<file path="src/hw/rtl/dtwd_pkg.sv">
`timescale 1ns / 1ps

package dtwd_pkg;

	localparam int MAX_POINTS = 256;
	localparam int IDX_W      = $clog2(MAX_POINTS);
	localparam int LEN_W      = $clog2(MAX_POINTS + 1);
	localparam int COORD_W    = 16;
	localparam int DIST_W     = 27;
	localparam int COST_W     = COORD_W + 2;

	localparam logic [DIST_W-1:0] DIST_LIMIT = 27'd99999999;

	localparam logic CMD_QUERY    = 1'b0;
	localparam logic CMD_TEMPLATE = 1'b1;

	typedef enum logic [3:0] {
		ST_IDLE  = 4'b0001,
		ST_RUN   = 4'b0010,
		ST_DRAIN = 4'b0100,
		ST_FIN   = 4'b1000
	} state_t;

	// column read in flight
	typedef struct packed {
		logic             vld;
		logic [IDX_W-1:0] idx;
		logic             first;
	} rd_ctl_t;

	// column write back
	typedef struct packed {
		logic              vld;
		logic [IDX_W-1:0]  idx;
		logic [DIST_W-1:0] score;
	} col_wr_t;

endpackage

</file>
<file path="src/hw/rtl/dtwd_cell.sv">
`timescale 1ns / 1ps

module dtwd_cell import dtwd_pkg::*; (
	input  logic                      clk,
	input  logic                      arst_n,
	input  rd_ctl_t                   rd_s1,
	input  logic signed [COORD_W-1:0] qx_s1,
	input  logic signed [COORD_W-1:0] qy_s1,
	input  logic signed [COORD_W-1:0] tx,
	input  logic signed [COORD_W-1:0] ty,
	input  logic [DIST_W-1:0]         col_s1,
	output col_wr_t                   wr
);

	logic [COORD_W:0]   dx, dy, adx, ady;
	logic [COST_W-1:0]  cost;
	logic [DIST_W-1:0]  left, diag, m_lr;
	logic [DIST_W-1:0]  prev_left_q;

	logic               vld_s2;
	logic [IDX_W-1:0]   idx_s2;
	logic [COST_W-1:0]  cost_s2;
	logic [DIST_W-1:0]  m_s2;

	logic [DIST_W-1:0]  up_q, up, m_all;
	logic [DIST_W:0]    sum;
	logic [DIST_W-1:0]  score;

	always_comb begin
		dx   = {qx_s1[COORD_W-1], qx_s1} - {tx[COORD_W-1], tx};
		dy   = {qy_s1[COORD_W-1], qy_s1} - {ty[COORD_W-1], ty};
		adx  = dx[COORD_W] ? ((COORD_W+1)'(0) - dx) : dx;
		ady  = dy[COORD_W] ? ((COORD_W+1)'(0) - dy) : dy;
		cost = {1'b0, adx} + {1'b0, ady};
		left = rd_s1.first ? DIST_LIMIT : col_s1;
		if (rd_s1.idx == '0) begin
			diag = rd_s1.first ? '0 : DIST_LIMIT;
		end else begin
			diag = prev_left_q;
		end
		m_lr = (left < diag) ? left : diag;
	end

	always_ff @(posedge clk) begin
		if (rd_s1.vld) begin
			prev_left_q <= left;
			cost_s2     <= cost;
			m_s2        <= m_lr;
			idx_s2      <= rd_s1.idx;
		end
		if (vld_s2) begin
			up_q <= score;
		end
	end

	always_ff @(posedge clk or negedge arst_n) begin
		if (!arst_n) begin
			vld_s2 <= 1'b0;
		end else begin
			vld_s2 <= rd_s1.vld;
		end
	end

	always_comb begin
		up    = (idx_s2 == '0) ? DIST_LIMIT : up_q;
		m_all = (up < m_s2) ? up : m_s2;
		sum   = {1'b0, m_all} + (DIST_W+1)'(cost_s2);
		score = (sum > {1'b0, DIST_LIMIT}) ? DIST_LIMIT : sum[DIST_W-1:0];
	end

	assign wr.vld   = vld_s2;
	assign wr.idx   = idx_s2;
	assign wr.score = score;

endmodule

</file>
<file path="config.mk">
export PLATFORM = sky130hd
export DESIGN_NAME = dtwd_cell
export DESIGN_NICKNAME = d
export VERILOG_FILES = /design/src/hw/rtl/dtwd_pkg.sv /design/src/hw/rtl/dtwd_cell.sv
export SDC_FILE = /design/constraint.sdc
export NUM_CORES = 1
export LEC_CHECK = 0
export BUFFER_PORTS_ARGS = -buffer_cell sky130_fd_sc_hd__buf_2
export CELL_PAD_IN_SITES_DETAIL_PLACEMENT = 0
export CELL_PAD_IN_SITES_GLOBAL_PLACEMENT = 1
export CORE_MARGIN = 2
export CORE_UTILIZATION = 49
export DETAILED_ROUTE_END_ITERATION = 8
export PLACE_DENSITY_LB_ADDON = 0.1
export REMOVE_ABC_BUFFERS = 1
export SETUP_SLACK_MARGIN = 0.1
export SKIP_CTS_REPAIR_TIMING = 1
export SLEW_MARGIN = 25
export SYNTH_ARGS = -nofsm -noshare
export SYNTH_HDL_FRONTEND = slang
export SYNTH_SLANG_ARGS = --single-unit
</file>
<file path="constraint.sdc">
create_clock -name clk -period 15.2 [get_ports clk]
set_input_delay 0 -clock clk [delete_from_list [all_inputs] [get_ports clk]]
set_output_delay 0 -clock clk [all_outputs]
set_load 0.01 [all_outputs]
</file>
==> summary.md <==
| Metric | Value |
|---|---|
| Die height | 149 um |
| Longest Clk Path Bufs | 2 |
| CTS tree | yes |
| VDD IR max | roughly 0.094 mV |
| Crit path max-delay family | compound AO/OA/AOI/OAI gates |
| Layout cell share with drive strength beyond 1 | 0.155 |
| Reg2Reg Setup Slack | 7510 ps |
| CTS sink cnt | between 100 and 150 |
| Yosys warns | 0 |
| Final hold vios | 2 |
| Commonest cells after routing, fill and taps aside | buf_2, inv_1, ha_1, edfxtp_1, nor2_1 |
| GRT Util Overall | 0.235 |
| WHS | -23.2 ps |
| Final TNS setup | 0 ps |
| Setup crit start | idx_s2[5] |
| CP startpoint kind | flip-flop |
| EDFF count, synth | 107 |
| Worst Hold Depth | 3 |
| Async SR Flop Fraction | 0.00926 |
| Hold Path Class | input pin to flip-flop |
| Static Leak | 5.31 nW |
| Antenna violations before repair | 0 |
| Worst Path Max Fanout | 34 |
| Final setup viols | 0 |
| Reg2Reg Launch Point | idx_s2[5] |
| Vias/cell | 5.67 |
| Worst r2r path cells | 23 |
| RSZ-0062 raised after global routing | false |
| Router iterations before antenna repair | 5 |
| WP data arrival | 7950 ps |
| GPL Wtd Cong | between 0.9 and 1 |
| Pwr Density | 203 nW/um^2 |
| Register area share after synthesis | 0.314 |
| Die width | 149 um |
| Worst Tran Pin Value | 1070 ps |
| Reg clk slew, reported paths | 80 ps |
| Worst path required time | 15200 ps |
| Failing checks | hold timing |
| Boundary Pins | 139 |
| Final Cycle Share | 0.523 |
| Routed wire length per instance | 16.8 um |
| Area grow syn2layout | 15.6% |
| Initial detailed-routing violation count | ~510 |
| Vias in the first global route | slightly above 8000 |
| Slowest stage cell, crit path | o32ai_1 |
| Crit-path max cell delay | 750 ps |
| Starting density of the core | 0.496 |
| Slew Viols, Final | 0 |
| Synth Instances | 1137 |
| Core area | 20800 sq um |
| First-pass GRT wire length | 41600 um |
| Critical path type | flip-flop to primary output |
| Rows | 53 |
| Mapped Area | 10300 sq um |
| Via count | 8958 |
| Post-synthesis cell type count | a little under 90 |
| Antenna cells | 0 |
| Gr ovfl total | 0 |
| RR Endpoint | up_q[11] |
| Critical Path Stages | 24 |
| Largest net degree at the start of global routing | 73 |
| Drt drc | 0 |
| Fillcell total | approximately 1900 |
| Buffer and inverter count on the worst path | 3 |
| PortBufs | 138 |
| Multi-input gate area | 6470 sq um |
| Later-pin clock latency in the skew report | 360 ps |
| DP Area | 11300 sq um |
| Die ar. | between 20000 and 25000 sq um |
| Number of nets in the layout | approximately 1500 |
| Minimum clock period | 7950 ps |
| Status | complete, but fails checks |
| Post-Route WL | 26600 um |
| Synth Register Bits | roughly 110 |
| Antenna viol nets, final | 0 |
| Critical path capture point type | primary output |
| CTS Buf Count | 9 |
| Slew margin rel. | 0.282 |
| Clock Skew | 9.68 ps |
| Cells along the critical path | nor4_2 > nand2_1 > and2_1 > ha_1 > nand4_1 > nor3_2 > o211ai_4 > o2111a_1 > a21boi_1 > nor2_2 > buf_4 > o21ai_0 > ha_1 > a211oi_2 > o21ai_2 > a211oi_2 > o31ai_4 > a41oi_4 > mux2i_1 > mux2_2 > o32ai_1 > buf_4 > or3_1 > buf_2 |
| Fmax | between 0.1 and 0.15 GHz |
| Clock H-tree levels | 3 |
| Mean Syn Cell Area | 9.08 sq um |
| CTS root buf | clkbuf_16 |
| Max Cap Viol | 0 |
| Prevailing post-synth register cell | edfxtp_1 |
| Crit path to | wr[5] |
| Final Instance Area | 11900 sq um |
| Register Area | 3240 sq um |
| Most common cell after layout, fill and taps aside | buf_2 |
| Hpwl dp | 20700 um |
==> Yosys cell counts, drive strengths merged (10+ instances only) <==
master  count  area [sq um]
a21o       28           210
nor2       85           319
nor3       30           160
buf        12          82.6
nand3      23           120
nor2b      10          62.6
a31oi      17           121
ha        121          1510
edfxtp    107          3210
inv       125           469
o211ai     11           110
a21oi      77           393
nor4       12          87.6
o21a       11          82.6
and2       13          81.3
nand2b     32           200
clkbuf     18          68.8
mux2i      31           310
a211oi     18           145
or3        11          73.8
xnor2      45           394
nand2      67           251
nand4      17           106
and3       11          68.8
o21ai      64           328
xor2       31           272
a21boi     10          75.1
==> state kept, by name, summed over array words and instances, names as in the netlist <==
| signal | count |
|---|---|
| idx_s2 | 8 |
| m_s2 | 27 |
| up_q | 27 |
| cost_s2 | 18 |
| vld_s2 | 1 |
| prev_left_q | 27 |
==> how the worst min path moves through the flow <==
stage | from | end
4_1_cts | arst_n | vld_s2
3_5_place_dp | arst_n | vld_s2
5_1_grt | col_s1[10] | prev_left_q[10]
3_3_place_gp | arst_n | vld_s2
2_1_floorplan | arst_n | vld_s2
6_report | col_s1[10] | prev_left_q[10]
==> per-stage QoR <==
stage               hold WS (ps)  utilization  std cells  worst slack (ps)  power, mW
finish                     -23.2        0.573       1580              7250       2.42
CTS                         -610        0.556       1544              7270       2.40
global placement            -226        0.542       1528              7600       2.14
global route               0.282        0.573       1580              6730       2.60
detailed placement          -223        0.542       1528              7610       2.15
floorplan                   -296            -       1107              8100       1.67
==> cell families (layout without fill, tap and decap cells) <==
| kind of cell | Yosys count | after routing | synth area share |
|---|---|---|---|
| flip-flops | 108 | 108 | 0.314 |
| adder cells (fa/ha/maj) | 125 | 125 | 0.154 |
| multiplexers | 35 | 35 | 0.0344 |
| XOR/XNOR | 76 | 76 | 0.0645 |
| buffers and inverters | 155 | 323 | 0.0601 |
| AND/OR/NAND/NOR | 345 | 345 | 0.174 |
| AO/OA/AOI/OAI | 293 | 293 | 0.199 |
==> final cells by class <==
cell class | count | share of cell area
Clock buffer | 9 | 0.0189
Sequential cell | 108 | 0.271
Clock inverter | 7 | 0.00577
Inverter | 125 | 0.0393
Timing Repair Buffer | 182 | 0.0933
Tap cell | 275 | 0.0288
Multi-Input combinational cell | 874 | 0.542
==> routing by layer <==
layer	vias to the layer above	part of all wire	track usage	wire, um
li1	4478	-	-	-
met1	4189	0.50	0.357	13200
met2	264	0.43	0.357	11400
met3	27	0.061	0.0303	1620
met4	0	0.014	0.0510	362
met5	-	0	0	0
==> tightest hold or removal path: cells and delay by family <==
family                 cells  cell delay, ps
buffers and inverters      2             150
and+or+nand+nor            1              70
==> power breakdown <==
part	total (mW)	switching [mW]	internal, mW
Sequential	0.516	0.0523	0.464
Clock	0.240	0.125	0.116
Combinational	1.66	1.01	0.656
Note: power is estimated with default switching activity, not from simulation.
